### src/hw/rtl/spi_tbs_pkg.sv
`timescale 1ns / 1ps

package spi_tbs_pkg;

  // Configuration register indexes.
  localparam int unsigned CfgIdxW = 1;
  localparam int unsigned CfgDataW = 2;
  localparam logic [CfgIdxW-1:0] CFG_SPI_MODE = 1'd0;
  localparam logic [CfgIdxW-1:0] CFG_LENIENT_DESELECT = 1'd1;

  // Select event codes.
  typedef enum logic [1:0] {
    EV_NONE     = 2'd0,
    EV_SELECT   = 2'd1,
    EV_DESELECT = 2'd2
  } select_event_e;

  // Error codes.
  typedef enum logic [2:0] {
    ERR_NONE          = 3'd0,
    ERR_CLK_AT_SELECT = 3'd1,
    ERR_CLK_AT_DESEL  = 3'd2,
    ERR_PARTIAL_BYTE  = 3'd3,
    ERR_DATA_MOVED    = 3'd4
  } error_code_e;

  // Bits in one byte exchange, and the count at which lenient deselect completes it.
  localparam int unsigned ByteW = 8;
  localparam int unsigned BitCntW = 3;
  localparam logic [BitCntW-1:0] LastBit = 3'd7;

endpackage

### src/hw/rtl/spi_target_byte_shifter.sv
// SPI target byte shifter for modes 0 to 3, fed one pin sample per transfer.
// Each input transfer's result is registered and held in the result register until taken.
// Throughput: one sample per cycle while out_ready_i is high; one skid-free result register.
// Reset: rst_ni is asynchronous, active low; it clears the shift state, the mode registers
// and the result valid flag, leaving the block deselected.
`timescale 1ns / 1ps

module spi_target_byte_shifter (
  input  logic                                clk_i,
  input  logic                                rst_ni,
  // Configuration write port
  input  logic                                cfg_we_i,
  input  logic [spi_tbs_pkg::CfgIdxW-1:0]     cfg_index_i,
  input  logic [spi_tbs_pkg::CfgDataW-1:0]    cfg_wdata_i,
  // Pin sample channel
  input  logic                                in_valid_i,
  output logic                                in_ready_o,
  input  logic                                mosi_i,
  input  logic                                sck_i,
  input  logic                                chip_select_n_i,
  input  logic [spi_tbs_pkg::ByteW-1:0]       tx_byte_i,
  // Result channel
  output logic                                out_valid_o,
  input  logic                                out_ready_i,
  output logic                                rx_valid_o,
  output logic [spi_tbs_pkg::ByteW-1:0]       rx_byte_o,
  output logic                                tx_taken_o,
  output logic [1:0]                          select_event_o,
  output logic [2:0]                          error_code_o,
  output logic                                miso_o,
  output logic                                miso_drive_o
);

  // Configuration registers.
  logic [1:0] spi_mode_q;
  logic       lenient_q;

  always_ff @(posedge clk_i or negedge rst_ni) begin
    if (!rst_ni) begin
      spi_mode_q <= 2'd0;
      lenient_q  <= 1'b0;
    end else if (cfg_we_i) begin
      case (cfg_index_i)
        spi_tbs_pkg::CFG_SPI_MODE:         spi_mode_q <= cfg_wdata_i;
        spi_tbs_pkg::CFG_LENIENT_DESELECT: lenient_q  <= cfg_wdata_i[0];
        default: ;
      endcase
    end
  end

  logic cpol;
  logic cpha;
  logic sample_level;

  assign cpol         = spi_mode_q[1];
  assign cpha         = spi_mode_q[0];
  assign sample_level = ~(cpol ^ cpha);

  // Protocol state.
  logic                                   selected_q, selected_d;
  logic                                   last_clock_q, last_clock_d;
  logic                                   last_data_q, last_data_d;
  logic                                   skip_edge_q, skip_edge_d;
  logic [spi_tbs_pkg::ByteW-1:0]          in_shift_q, in_shift_d;
  logic [spi_tbs_pkg::ByteW-1:0]          out_shift_q, out_shift_d;
  logic [spi_tbs_pkg::BitCntW-1:0]        bit_count_q, bit_count_d;

  // Result fields for the current sample.
  logic                                   rx_valid_d;
  logic [spi_tbs_pkg::ByteW-1:0]          rx_byte_d;
  logic                                   tx_taken_d;
  spi_tbs_pkg::select_event_e             event_d;
  spi_tbs_pkg::error_code_e               error_d;

  // Handshake: accept whenever the result register is empty or being drained.
  logic out_valid_q;
  logic in_fire;

  assign in_ready_o = ~out_valid_q | out_ready_i;
  assign in_fire    = in_valid_i & in_ready_o;

  // Next state and result for one pin sample.
  always_comb begin
    selected_d   = selected_q;
    last_clock_d = last_clock_q;
    last_data_d  = last_data_q;
    skip_edge_d  = skip_edge_q;
    in_shift_d   = in_shift_q;
    out_shift_d  = out_shift_q;
    bit_count_d  = bit_count_q;
    rx_valid_d   = 1'b0;
    rx_byte_d    = '0;
    tx_taken_d   = 1'b0;
    event_d      = spi_tbs_pkg::EV_NONE;
    error_d      = spi_tbs_pkg::ERR_NONE;

    if (!selected_q) begin
      if (!chip_select_n_i) begin
        if (sck_i != cpol) begin
          error_d = spi_tbs_pkg::ERR_CLK_AT_SELECT;
        end
        selected_d   = 1'b1;
        bit_count_d  = '0;
        last_data_d  = mosi_i;
        last_clock_d = sck_i;
        skip_edge_d  = cpha;
        event_d      = spi_tbs_pkg::EV_SELECT;
        out_shift_d  = tx_byte_i;
        tx_taken_d   = 1'b1;
      end
    end else if (chip_select_n_i) begin
      // Deselect, optionally completing a byte whose last shift edge is missing.
      if (lenient_q && (bit_count_q == spi_tbs_pkg::LastBit)) begin
        rx_valid_d  = 1'b1;
        rx_byte_d   = in_shift_q;
        out_shift_d = tx_byte_i;
        tx_taken_d  = 1'b1;
        bit_count_d = '0;
      end else if (sck_i != cpol) begin
        error_d = spi_tbs_pkg::ERR_CLK_AT_DESEL;
      end else if (bit_count_q != '0) begin
        error_d = spi_tbs_pkg::ERR_PARTIAL_BYTE;
      end
      event_d    = spi_tbs_pkg::EV_DESELECT;
      selected_d = 1'b0;
    end else if (sck_i == last_clock_q) begin
      last_data_d = mosi_i;
    end else begin
      last_clock_d = sck_i;
      if (skip_edge_q) begin
        last_data_d = mosi_i;
        skip_edge_d = 1'b0;
      end else if (sck_i == sample_level) begin
        // Sample edge: shift MOSI in.
        if (mosi_i != last_data_q) begin
          error_d = spi_tbs_pkg::ERR_DATA_MOVED;
        end
        in_shift_d = {in_shift_q[spi_tbs_pkg::ByteW-2:0], mosi_i};
      end else begin
        // Shift edge: advance MISO, and exchange the byte after the eighth bit.
        out_shift_d = {out_shift_q[spi_tbs_pkg::ByteW-2:0], 1'b0};
        bit_count_d = bit_count_q + 3'd1;
        last_data_d = mosi_i;
        if (bit_count_q == spi_tbs_pkg::LastBit) begin
          rx_valid_d  = 1'b1;
          rx_byte_d   = in_shift_q;
          out_shift_d = tx_byte_i;
          tx_taken_d  = 1'b1;
          bit_count_d = '0;
        end
      end
    end
  end

  // State registers, updated on each input transfer.
  always_ff @(posedge clk_i or negedge rst_ni) begin
    if (!rst_ni) begin
      selected_q   <= 1'b0;
      last_clock_q <= 1'b0;
      last_data_q  <= 1'b0;
      skip_edge_q  <= 1'b0;
      in_shift_q   <= '0;
      out_shift_q  <= '0;
      bit_count_q  <= '0;
    end else if (in_fire) begin
      selected_q   <= selected_d;
      last_clock_q <= last_clock_d;
      last_data_q  <= last_data_d;
      skip_edge_q  <= skip_edge_d;
      in_shift_q   <= in_shift_d;
      out_shift_q  <= out_shift_d;
      bit_count_q  <= bit_count_d;
    end
  end

  // Result valid flag.
  always_ff @(posedge clk_i or negedge rst_ni) begin
    if (!rst_ni) begin
      out_valid_q <= 1'b0;
    end else if (in_fire) begin
      out_valid_q <= 1'b1;
    end else if (out_ready_i) begin
      out_valid_q <= 1'b0;
    end
  end

  // Result payload register.
  logic                          rx_valid_q;
  logic [spi_tbs_pkg::ByteW-1:0] rx_byte_q;
  logic                          tx_taken_q;
  logic [1:0]                    event_q;
  logic [2:0]                    error_q;
  logic                          miso_q;
  logic                          miso_drive_q;

  always_ff @(posedge clk_i) begin
    if (in_fire) begin
      rx_valid_q   <= rx_valid_d;
      rx_byte_q    <= rx_byte_d;
      tx_taken_q   <= tx_taken_d;
      event_q      <= event_d;
      error_q      <= error_d;
      miso_q       <= selected_d & out_shift_d[spi_tbs_pkg::ByteW-1];
      miso_drive_q <= selected_d;
    end
  end

  assign out_valid_o    = out_valid_q;
  assign rx_valid_o     = rx_valid_q;
  assign rx_byte_o      = rx_byte_q;
  assign tx_taken_o     = tx_taken_q;
  assign select_event_o = event_q;
  assign error_code_o   = error_q;
  assign miso_o         = miso_q;
  assign miso_drive_o   = miso_drive_q;

  // MISO is never high while the pin is not driven.
  assert property (@(posedge clk_i) disable iff (!rst_ni)
    out_valid_o && !miso_drive_o |-> !miso_o)
    else $error("miso high while not driven");

  // A transmit byte is loaded only at select or at a byte exchange.
  assert property (@(posedge clk_i) disable iff (!rst_ni)
    out_valid_o && tx_taken_o |->
      (select_event_o == spi_tbs_pkg::EV_SELECT) || rx_valid_o)
    else $error("transmit byte taken outside select or exchange");

  // A select event always leaves the block driving MISO.
  assert property (@(posedge clk_i) disable iff (!rst_ni)
    out_valid_o && (select_event_o == spi_tbs_pkg::EV_SELECT) |-> miso_drive_o)
    else $error("selected without MISO drive");

  // A result that is not taken stays in the register.
  assert property (@(posedge clk_i) disable iff (!rst_ni)
    out_valid_o && !out_ready_i |=> out_valid_o && $stable(rx_byte_o))
    else $error("pending result lost");

endmodule
### config.mk
export PLATFORM = sky130hd
export DESIGN_NAME = spi_target_byte_shifter
export DESIGN_NICKNAME = d
export VERILOG_FILES = /design/src/hw/rtl/spi_tbs_pkg.sv /design/src/hw/rtl/spi_target_byte_shifter.sv
export SDC_FILE = /design/constraint.sdc
export NUM_CORES = 1
export LEC_CHECK = 0
export BUFFER_PORTS_ARGS = -buffer_cell sky130_fd_sc_hd__buf_2
export CAP_MARGIN = 40
export CORE_AREA = 2 2 97 99
export CTS_CLUSTER_DIAMETER = 150
export DETAILED_ROUTE_END_ITERATION = 7
export DIE_AREA = 0 0 99 101
export GPL_ROUTABILITY_DRIVEN = 0
export GPL_TIMING_DRIVEN = 1
export PLACE_DENSITY = 0.37
export REMOVE_ABC_BUFFERS = 1
export SLEW_MARGIN = 20
export SYNTH_ARGS = -nofsm -noshare
export SYNTH_HDL_FRONTEND = slang
export SYNTH_SLANG_ARGS = --single-unit
### constraint.sdc
create_clock -name clk_i -period 4.4 [get_ports clk_i]
set_input_delay 0.88 -clock clk_i [delete_from_list [all_inputs] [get_ports clk_i]]
set_output_delay 0.88 -clock clk_i [all_outputs]
set_load 0.01 [all_outputs]
After elaboration in Yosys (flattened, before gate mapping):

Index checks and enable logic that the tools add are counted.

* add/sub/neg operators: 1
* eq/ne operators: 12
* muxes and demuxes: 60
* bitwise gates (word level): 10
* reductions and logical operators: 9

Operators with widths (number)
* 8-bit two-way mux: 14
* 3-bit two-way mux: 14
* 1-bit two-way mux: 27
* 6-bit AND reduction: 2
* 2-bit two-way mux: 5
* 3-bit != test (second input constant): 3
* 1-bit NOT: 6
* 3-bit AND reduction: 2
* 2-bit by 1-bit != test with 1-bit output (second input constant): 2
* 4-bit != test (second input constant): 1
* 2-bit AND reduction: 2
* 3-bit by 1-bit adder with 3-bit output (second input constant): 1
* 3-bit == test (second input constant): 1
* 3-bit nonzero test: 1
* 1-bit AND: 2
* 1-bit == test: 2
* 1-bit != test: 2
* 2-bit != test (second input constant): 1
* 2-bit nonzero test: 1
* 1-bit logical AND: 1
* 1-bit bitwise OR: 1
* 1-bit XOR: 1

* bits in registers: 44
* input port bits: 19

Longest topological paths before layout:

Gate-level depths: netlist of the first run.

* depth in word-level cells: 9
* gate-level depth with buffers: 8
* gate-level depth less buffers: 7

Worst setup path before layout of the first run:

OpenSTA, ideal clock, no wires.

* path kind: input -> register
* start point: input port out_ready_i
* end point: register out_shift_q[7] in the netlist's numbering
* setup time: 0.126 ns
* arrival time: 2.379 ns
* required time: 4.274 ns
* path slack: 1.895 ns
* stages: 6
* path buffers: 0
* cell sequence: nand2b_1 nand2_2 clkinv_1 o211ai_1 a21oi_1 a221o_1

* longest elaborated chain between the ends: 2

RTL lines
* start, declared: line spi_target_byte_shifter.sv:24 `input logic out_ready_i,`
* 1-bit bitwise OR: line spi_target_byte_shifter.sv:79 `assign in_ready_o = ~out_valid_q | out_ready_i;`
* 1-bit AND: line spi_target_byte_shifter.sv:80 `assign in_fire = in_valid_i & in_ready_o;`
* named net in_fire: line spi_target_byte_shifter.sv:77 `logic in_fire;`
* end signal, assigned: line spi_target_byte_shifter.sv:171 `out_shift_q <= out_shift_d;`
* end, declared: line spi_target_byte_shifter.sv:65 `logic [spi_tbs_pkg::ByteW-1:0] out_shift_q, out_shift_d;`

The timed path passes the listed nets, and every way through them passes these cells.
A chain may end at the register's enable or synchronous reset.

Worst setup path in the final report of the first run:

* start point: input port chip_select_n_i
* end point: register in_shift_q[1] in the netlist's numbering

* longest elaborated chain between the ends: 2

RTL lines
* start, declared: line spi_target_byte_shifter.sv:20 `input logic chip_select_n_i,`
* 1-bit NOT (no source line)
* 6-bit AND reduction (no source line)
* end signal, assigned: line spi_target_byte_shifter.sv:170 `in_shift_q <= in_shift_d;`
* end, declared: line spi_target_byte_shifter.sv:64 `logic [spi_tbs_pkg::ByteW-1:0] in_shift_q, in_shift_d;`

No other way between the ends.

==> impl_metrics.yaml, run 1 <==
setup_path:
  ff2ff_path_depth: 7
  max_stage_delay_ns: 0.44
  cp-end-kind: "flip-flop"
  crit_buf_inv: 2
  r2r-end: "out_shift_q[0]$_DFFE_PN0P_"
  crit_family: "simple AND/OR/NAND/NOR gates"
  crit_fanout: 21
  path_class: "input port to flip-flop"
  worstPathCellList: "buf_2, inv_1, nand2_1, or3_4, nor2_8, mux2_2"
  crit_path_top_delay_cell: "or3_4"
  worstSetupStartpoint: "chip_select_n_i"
  regToRegSetupSlack_ns: 2.15
  start_kind: "input port"
  cp.arrival_ns: 2.49
  rr_startpoint: "bit_count_q[1]$_DFFE_PN0P_"
  cp_data_required_time_ns: 4.59
hold_path:
  whs_path_depth: 1
  hold_start: "out_shift_q[2]$_DFFE_PN0P_"
  worstHoldEndpoint: "out_shift_q[2]$_DFFE_PN0P_"
  hold_path.class: "flip-flop to flip-flop"
placed_design:
  dp_hpwl_um: 3480
  place_inst: 330
  port_buffers: 37
yosys:
  syn_inst: 187
  yosysSeqAreaShare: 0.545
  synth_top_area_frac: 0.311
  syn_area_per_cell_um2: 11.6
  yosysUniqueCellTypes: 45
  syn_area_mm2: 0.00218
  synth_area_leaders: "dfrtp_1, edfxtp_1, mux2_2, and2_1, a21oi_1"
  yosysTopAreaCell: "dfrtp_1"
  synth_warnings: 0
  ys.flop_type: "dfrtp_1"
  synth-seq-cells: 44
  synth_edf_count: 17
  synthArstFlopShare: 0.614
pwr:
  power_density_mw_per_mm2: 400
  ir_drop_mv: 0.122
  leakagePower_nw: 1.10
drt:
  dr.pass1.iters: 4
  drc: 0
  wl_per_cell_um: 14.4
  viasPerCell: 4.53
  num_vias: 1532
  totalWireLength_um: 4870
  postRouteAntennaNets: 0
  drt-initial-drc-count: 67
die:
  dieArea_mm2: 0.0100
  ios: 38
  rows: 35
  start_util: 0.242
  die_x_um: 99
  core_mm2: 0.00898
  die_h_um: 101
global_routing:
  grt_pass1_vias: 1569
  grt_remaining_overflow: 0
  grt_max_degree: 28
  grt_pass1_wl_um: 8170
  grt_use_total: 0.105
  antenna_found_initial: 0
finish:
  final_layout_size_suffix_gt1_frac: 0.308
  nNetsFinal: 248
  n_antenna_cell: 0
  final_cells: 338
  areaGrowthSynthToFinish_pct: 19.3
cts:
  htree_levels: 2
  cts_hold_buf: 0
  cts_root_buffer: "clkbuf_8"
  cts_tree: "yes"
  clk_latency_ns: 0.30
  numCtsBuffers: 5
  postCtsResizedCells: 0
  cts.sinks: 44
  cts_setup_buffers: 0
  clockBufferDepth: 2
  clkTransAtPathRegs_ns: 0.09
sta:
  min_period_ns: 2.30
  setup_viol: 0
  skew_ns: 0.00803
  fin_crit_sh: 0.524
  fmax_ghz: 0.434
  slew_headroom: 0.544
  slew_viol_final: 0
  fin_tns_setup_ns: 0
  rsz0062_at_grt: "no"
  worst_pin_slew_ns: 0.684
  hold_viol: 0
job:
  maxCapViolations: 0
run_status:
  status: "finished clean"
-- cell usage after synthesis (3+ instances only) --
cell type / count
a21oi_1: 16
and2_1: 13
and3_1: 3
dfrtp_1: 27
edfxtp_1: 17
ha_1: 3
inv_1: 6
mux2_2: 14
mux2i_1: 3
nand2_1: 15
nand2b_1: 3
nand3_1: 3
nor2_1: 10
nor2b_1: 4
o21ai_0: 10
o32a_1: 5
-- cells in the final DEF (no fill, tap or decap), types with 2 or more instances in the layout --
| master | n |
|---|---|
| inv_1 | 6 |
| clkbuf_8 | 5 |
| edfxtp_1 | 17 |
| ha_1 | 3 |
| nor2_1 | 10 |
| o21ai_0 | 10 |
| mux2_2 | 14 |
| mux2i_1 | 3 |
| nand2_1 | 15 |
| o2111ai_1 | 2 |
| a21oi_1 | 16 |
| o31ai_1 | 2 |
| and3_1 | 3 |
| dfrtp_1 | 27 |
| o32a_1 | 5 |
| nand2b_1 | 3 |
| xnor2_1 | 2 |
| and2_1 | 13 |
| nor2b_1 | 4 |
| buf_2 | 37 |
| nand3_1 | 3 |
| nor3b_1 | 2 |
-- how the worst max path moves through the flow --
stage / cells past startpoint / end
floorplan: 6 / out_shift_q[7]$_DFFE_PN0P_
global placement: 7 / out_shift_q[7]$_DFFE_PN0P_
detailed placement: 6 / in_shift_q[4]$_DFFE_PN0P_
CTS: 6 / in_shift_q[1]$_DFFE_PN0P_
global route: 7 / out_shift_q[0]$_DFFE_PN0P_
finish: 6 / in_shift_q[1]$_DFFE_PN0P_
-- metal layers --
layer  share of wire  global-route usage
met5               0                   0
met4           0.015              0.0316
met3           0.039              0.0270
met2            0.45               0.165
met1            0.50               0.142
-- cell type report --
| class | instances | area, um^2 |
|---|---|---|
| fillers | 926 | 6380 |
| flip-flops and latches | 44 | 1190 |
| multi-input cells | 130 | 936 |
| repair buffers | 38 | 193 |
| well taps | 111 | 139 |
| clock buffers | 5 | 68.8 |
| clock inverters | 3 | 46.3 |
| inverters | 7 | 26.3 |
-- worst register-to-register path: cells and delay by family, from the launching register on --
kind	cells	cell delay [ns]
AND/OR/NAND/NOR	2	0.34
adder cells (fa/ha/maj)	2	0.64
flip-flops	1	0.37
AO/OA/AOI/OAI	3	0.79
-- metrics by stage --
stage | hold WS (ns) | worst slack (ns) | util | area (um^2) | power (mW)
floorplan | 0.462 | 1.90 | - | 2150 | 0.659
global route | 0.524 | 1.96 | 0.289 | 2590 | 1.10
global placement | 0.484 | 1.83 | 0.276 | 2480 | 0.731
CTS | 0.505 | 2.12 | 0.289 | 2590 | 1.06
finish | 0.498 | 2.10 | 0.289 | 2590 | 1.04
detailed placement | 0.485 | 1.79 | 0.276 | 2480 | 0.729
-- report_power, final --
| part | total [mW] | switching, mW | internal (mW) | leakage, nW |
|---|---|---|---|---|
| combinational | 0.193 | 0.103 | 0.0902 | 0.534 |
| sequential | 0.525 | 0.0416 | 0.483 | 0.509 |
| clock | 0.320 | 0.148 | 0.171 | 0.0548 |
| total | 1.04 | 0.293 | 0.745 | 1.10 |
-- state kept, by name (all words and copies together), names as in the netlist --
register and flops:
bit_count_q 3, out_valid_o 1, out_shift_q 8, miso_o 1
rx_valid_o 1, miso_drive_o 1, last_clock_q 1, rx_byte_o 8
error_code_o 3, spi_mode_q 2, last_data_q 1, skip_edge_q 1
selected_q 1, select_event_o 2, tx_taken_o 1, in_shift_q 8
lenient_q 1
-- cell families (layout without fill, tap and decap cells) --
kind of cell | Yosys count | after routing | synth area share
xor gates and xnor gates | 3 | 3 | 0.0155
adders and majority gates | 3 | 3 | 0.0173
and+or+nand+nor | 61 | 61 | 0.157
muxes | 18 | 18 | 0.0966
buffers and inverters | 13 | 53 | 0.0247
DFF | 44 | 44 | 0.545
AOI/OAI and AO/OA | 45 | 45 | 0.144
(Power assumes the default switching activity.)
==> run 2: changes to the inputs <==
--- a/config.mk
+++ b/config.mk
@@ -5,6 +5,7 @@
 export SDC_FILE = /design/constraint.sdc
 export NUM_CORES = 1
 export LEC_CHECK = 0
+export ABC_AREA = 1
 export BUFFER_PORTS_ARGS = -buffer_cell sky130_fd_sc_hd__buf_2
 export CAP_MARGIN = 40
 export CORE_AREA = 2 2 97 99
==> constraint.sdc (replaced) <==
create_clock -name clk_i -period 2.2 [get_ports clk_i]
set_input_delay 0.44 -clock clk_i [delete_from_list [all_inputs] [get_ports clk_i]]
set_output_delay 0.44 -clock clk_i [all_outputs]
set_load 0.01 [all_outputs]
==> impl_metrics.yaml, run 2 <==
run_status:
  status: "finished clean"
setup_path:
  path_class: "flip-flop to flip-flop"
  endpoint: "bit_count_q[0]$_DFFE_PN0P_"
  cp-end-kind: "flip-flop"
  start_kind: "flip-flop"
  r2r-end: "bit_count_q[0]$_DFFE_PN0P_"
  crit_fanout: 14
  rr_startpoint: "bit_count_q[0]$_DFFE_PN0P_"
  cp.arrival_ns: 1.99
  ff2ff_path_depth: 10
  cp_data_required_time_ns: 2.42
  worstSetupStartpoint: "bit_count_q[0]$_DFFE_PN0P_"
  regToRegSetupSlack_ns: 0.43
sta:
  setup_viol: 0
  slew_headroom: 0.569
  min_period_ns: 1.77
  fin_tns_setup_ns: 0
  hold_viol: 0
  fin_crit_sh: 0.805
  rsz0062_at_grt: "no"
  skew_ns: 0.00797
  slew_viol_final: 0
  worst_pin_slew_ns: 0.646
  fmax_ghz: 0.564
die:
  start_util: 0.245
  die_h_um: 101
  die_x_um: 99
  core_mm2: 0.00898
  rows: 35
  dieArea_mm2: 0.0100
  ios: 38
global_routing:
  grt_use_total: 0.103
  grt_max_degree: 28
  grt_pass1_vias: 1579
  grt_pass1_wl_um: 8070
  antenna_found_initial: 0
  grt_remaining_overflow: 0
yosys:
  yosysTopAreaCell: "dfrtp_1"
  synth_top_area_frac: 0.308
  yosysSeqAreaShare: 0.540
  synth_edf_count: 17
  yosysUniqueCellTypes: 32
  synth_warnings: 0
  syn_area_mm2: 0.00220
  syn_inst: 239
  synth_most_common_cell: "nand2_1"
  synth_common_cells: "nand2_1, inv_1, dfrtp_1"
  synthArstFlopShare: 0.614
  synth_area_leaders: "dfrtp_1, edfxtp_1, nand2_1, inv_1, o21ai_0"
  ys.flop_type: "dfrtp_1"
  synth-seq-cells: 44
  syn_area_per_cell_um2: 9.19
placed_design:
  place_inst: 386
  dp_hpwl_um: 3660
  port_buffers: 37
  dpl_cell_area_mm2: 0.00251
finish:
  areaGrowthSynthToFinish_pct: 20.5
  n_antenna_cell: 0
  final_common_cell: "nand2_1"
  final_layout_size_suffix_gt1_frac: 0.269
  fin_area_mm2: 0.00265
  mostFrequentLayoutCells: "nand2_1, buf_2, inv_1, dfrtp_1, o21ai_0"
  final_cells: 394
  nNetsFinal: 304
cts:
  clkTransAtPathRegs_ns: 0.09
  numCtsBuffers: 5
  cts_tree: "yes"
  clockBufferDepth: 2
  clk_latency_ns: 0.30
  postCtsResizedCells: 0
  cts.sinks: 44
  cts_hold_buf: 0
  cts_setup_buffers: 0
  htree_levels: 2
  cts_root_buffer: "clkbuf_8"
pwr:
  leakagePower_nw: 1.24
  ir_drop_mv: 0.306
  power_mw: 2.33
  power_density_mw_per_mm2: 881
drt:
  viasPerCell: 4.19
  drc: 0
  dr.pass1.iters: 3
  totalWireLength_um: 4840
  postRouteAntennaNets: 0
  num_vias: 1651
  drt-initial-drc-count: 46
  wl_per_cell_um: 12.3
job:
  maxCapViolations: 0
hold_path:
  hold_path.class: "input port to async pin"
[run 2: changes by cell type after synthesis, sizes merged, moves of 4 or more]
cell   previous run  this run
nor2             11        26
o32a              5         0
nor2b             4         0
and2             14         0
mux2             14         0
o21ai            10        26
nand2            16        61
mux2i             4         0
nand3             3        11
inv               6        36
[run 2: power breakdown]
part           total (mW)  leakage (nW)  internal, mW  switching (mW)
combinational       0.484         0.671         0.184           0.300
sequential           1.10         0.506          1.01          0.0942
clock               0.745        0.0654         0.454           0.290
total                2.33          1.24          1.65           0.684
[run 2: logic make-up after synthesis]
logic type | Yosys count | synth area share
buffers and inverters | 41 | 0.0792
and+or+nand+nor | 102 | 0.237
adders and majority gates | 3 | 0.0171
DFF | 44 | 0.540
AOI/OAI and AO/OA | 49 | 0.126
[run 2: routing by layer]
metal | global-route usage | routed length [um] | up-vias
li1 | - | - | 862
met1 | 0.140 | 2320 | 757
met2 | 0.167 | 2280 | 28
met3 | 0.0243 | 198 | 4
met4 | 0.0253 | 39 | 0
met5 | 0 | 0 | -
[run 2: how the worst min path moves through the flow]
stage	startpoint	to	slack, ns	cells past startpoint
finish	rst_ni	out_shift_q[4]$_DFFE_PN0P_	0.16	1
global placement	in_shift_q[0]$_DFFE_PN0P_	in_shift_q[0]$_DFFE_PN0P_	0.47	2
detailed placement	in_shift_q[7]$_DFFE_PN0P_	in_shift_q[7]$_DFFE_PN0P_	0.48	2
floorplan	rst_ni	bit_count_q[0]$_DFFE_PN0P_	0.14	0
CTS	rst_ni	out_valid_o$_DFFE_PN0P_	0.20	1
global route	rst_ni	out_shift_q[3]$_DFFE_PN0P_	0.22	1
[run 2: cell type report]
type | count | area (um^2)
clock buffer | 6 | 72.6
clock inverter | 2 | 60.1
fill | 966 | 6330
inverter | 36 | 138
multi-input combinational | 154 | 837
sequential | 44 | 1190
tap | 111 | 139
timing repair buffer | 41 | 215
[run 2: worst max-delay path, stage by stage (launching register included)]
cell	delay, ns
dfrtp_1	0.36
ha_1	0.15
ha_1	0.21
nand2_1	0.09
inv_1	0.15
a21oi_1	0.09
nor2_1	0.17
nand2_4	0.12
inv_4	0.18
nand4_1	0.09
o21ai_1	0.09
[run 2: through the flow]
stage,utilization,setup WS (ns),hold WS (ns)
after CTS,0.295,0.406,0.196
after global routing,0.295,0.259,0.222
after floorplan,-,0.457,0.144
after detailed placement,0.280,0.419,0.478
final,0.295,0.428,0.160
after global placement,0.280,0.448,0.471
==> run 3: changes to the inputs <==
==> constraint.sdc (replaced) <==
create_clock -name clk_i -period 1.74 [get_ports clk_i]
set_input_delay 0.348 -clock clk_i [delete_from_list [all_inputs] [get_ports clk_i]]
set_output_delay 0.348 -clock clk_i [all_outputs]
set_load 0.01 [all_outputs]
==> impl_metrics.yaml, run 3 (synthesized netlist as in run 2, its figures left out) <==
placed_design:
  place_inst: 391
  dp_hpwl_um: 3730
  port_buffers: 37
  dpl_cell_area_mm2: 0.00258
setup_path:
  cp.arrival_ns: 1.83
  rr_startpoint: "bit_count_q[0]$_DFFE_PN0P_"
  cp_data_required_time_ns: 1.94
  ff2ff_path_depth: 10
  crit_fanout: 8
  max_stage_delay_ns: 0.39
  path_class: "flip-flop to flip-flop"
  crit_family: "simple AND/OR/NAND/NOR gates"
  crit_buf_inv: 2
  r2r-end: "bit_count_q[0]$_DFFE_PN0P_"
  worstPathCellList: "ha_2, ha_4, nand2_2, inv_2, a21oi_2, nor2_2, nand2_4, clkinv_8, nand4_1, o21ai_1"
  start_kind: "flip-flop"
  regToRegSetupSlack_ns: 0.10
  cp-end-kind: "flip-flop"
  crit_path_top_delay_cell: "dfrtp_1"
finish:
  final_common_cell: "nand2_1"
  fin_area_mm2: 0.00276
  fill_cells: 959
  mostFrequentLayoutCells: "nand2_1, buf_2, inv_1, dfrtp_1, o21ai_0"
  final_core_util: 0.307
  final_layout_size_suffix_gt1_frac: 0.321
  nNetsFinal: 311
  areaGrowthSynthToFinish_pct: 25.6
  n_antenna_cell: 0
  final_cells: 401
pwr:
  sw_frac_of_total: 0.315
  power_mw: 2.87
  internal_power_mw: 1.97
  seq_power_share: 0.486
  power_density_mw_per_mm2: 1040
  power_frac_comb: 0.228
  pwr-share-clk: 0.286
  ir_drop_mv: 0.329
  leakagePower_nw: 1.27
  power_switching_mw: 0.904
sta:
  hold_viol: 0
  worst_pin_slew_ns: 0.307
  min_period_ns: 1.64
  setup_viol: 0
  skew_ns: 0.00754
  fmax_ghz: 0.611
  slew_headroom: 0.795
  fin_crit_sh: 0.940
  slew_viol_final: 0
  fin_tns_setup_ns: 0
cts:
  htree_levels: 2
  numCtsBuffers: 5
  cts_root_buffer: "clkbuf_8"
  clk_latency_ns: 0.30
  clkTransAtPathRegs_ns: 0.09
  cts.sinks: 44
  clockBufferDepth: 2
  cts_tree: "yes"
die:
  rows: 35
  ios: 38
  die_h_um: 101
  dieArea_mm2: 0.0100
  start_util: 0.245
  die_x_um: 99
  core_mm2: 0.00898
drt:
  viasPerCell: 4.21
  drt-initial-drc-count: 99
  dr.pass1.iters: 4
  drc: 0
  totalWireLength_um: 5050
  num_vias: 1689
  postRouteAntennaNets: 0
  wl_per_cell_um: 12.6
hold_path:
  whs_path_depth: 2
  worstHoldEndpoint: "lenient_q$_DFFE_PN0P_"
  hold_start: "cfg_we_i"
  hold_path.class: "input port to flip-flop"
global_routing:
  grt_pass1_wl_um: 8440
  antenna_found_initial: 0
  grt_max_degree: 28
  grt_use_total: 0.107
  grt_pass1_vias: 1647
  grt_remaining_overflow: 0
job:
  maxCapViolations: 0
run_status:
  status: "finished clean"
-- run 3: worst max-delay path by stage --
stage	startpoint	to	slack [ns]	cells past startpoint
6_report	bit_count_q[0]$_DFFE_PN0P_	bit_count_q[0]$_DFFE_PN0P_	0.10	10
5_1_grt	bit_count_q[0]$_DFFE_PN0P_	out_shift_q[0]$_DFFE_PN0P_	-0.004	10
4_1_cts	bit_count_q[0]$_DFFE_PN0P_	out_shift_q[1]$_DFFE_PN0P_	0.001	10
3_5_place_dp	bit_count_q[1]$_DFFE_PN0P_	out_shift_q[6]$_DFFE_PN0P_	-0.04	10
3_3_place_gp	bit_count_q[0]$_DFFE_PN0P_	tx_taken_o$_DFFE_PP_	0.05	8
2_1_floorplan	out_valid_o$_DFFE_PN0P_	in_shift_q[0]$_DFFE_PN0P_	0.03	6
-- run 3: layout make-up --
class / count / area (um^2) / share of cell area
flip-flops and latches: 44 / 1190 / 0.430
repair inverters: 1 / 8.76 / 0.00317
repair buffers: 47 / 288 / 0.104
clock inverters: 3 / 46.3 / 0.0168
well taps: 111 / 139 / 0.0503
inverters: 36 / 148 / 0.0535
clock buffers: 5 / 68.8 / 0.0249
multi-input cells: 154 / 876 / 0.317
-- run 3: per-stage QoR --
stage	hold slack, ns	setup slack, ns
finish	0.245	0.104
CTS	0.237	0.00113
detailed placement	0.311	-0.0435
global placement	0.311	0.0453
global route	0.237	-0.00440
floorplan	0.0524	0.0347
-- run 3: repair_timing --
action / 4_1_cts / 5_1_grt
buffers inserted: 0 / 0
endpoints found under the hold margin: 27 / 0
hold buffers: 1 / 0
pin swaps: 2 / 1
gates cloned: 0 / 1
gates resized for setup: 4 / 10
endpoints found under the setup margin: 10 / 13
-- run 3: routing by layer --
layer | track usage | part of all wire | up-vias
met2 | 0.177 | 0.47 | 30
met3 | 0.0257 | 0.037 | 4
met1 | 0.144 | 0.48 | 776
li1 | - | - | 879
met5 | 0 | 0 | -
met4 | 0.0190 | 0.0067 | 0
-- run 3: power by group through the flow --
stage | clock [mW] | combinational, mW | sequential, mW
6_report | 0.822 | 0.654 | 1.39
5_1_grt | 0.899 | 0.762 | 1.42
4_1_cts | 0.861 | 0.657 | 1.39
3_5_place_dp | 0 | 0.649 | 1.42
3_3_place_gp | 0 | 0.653 | 1.41
2_1_floorplan | 0 | 0.421 | 1.41
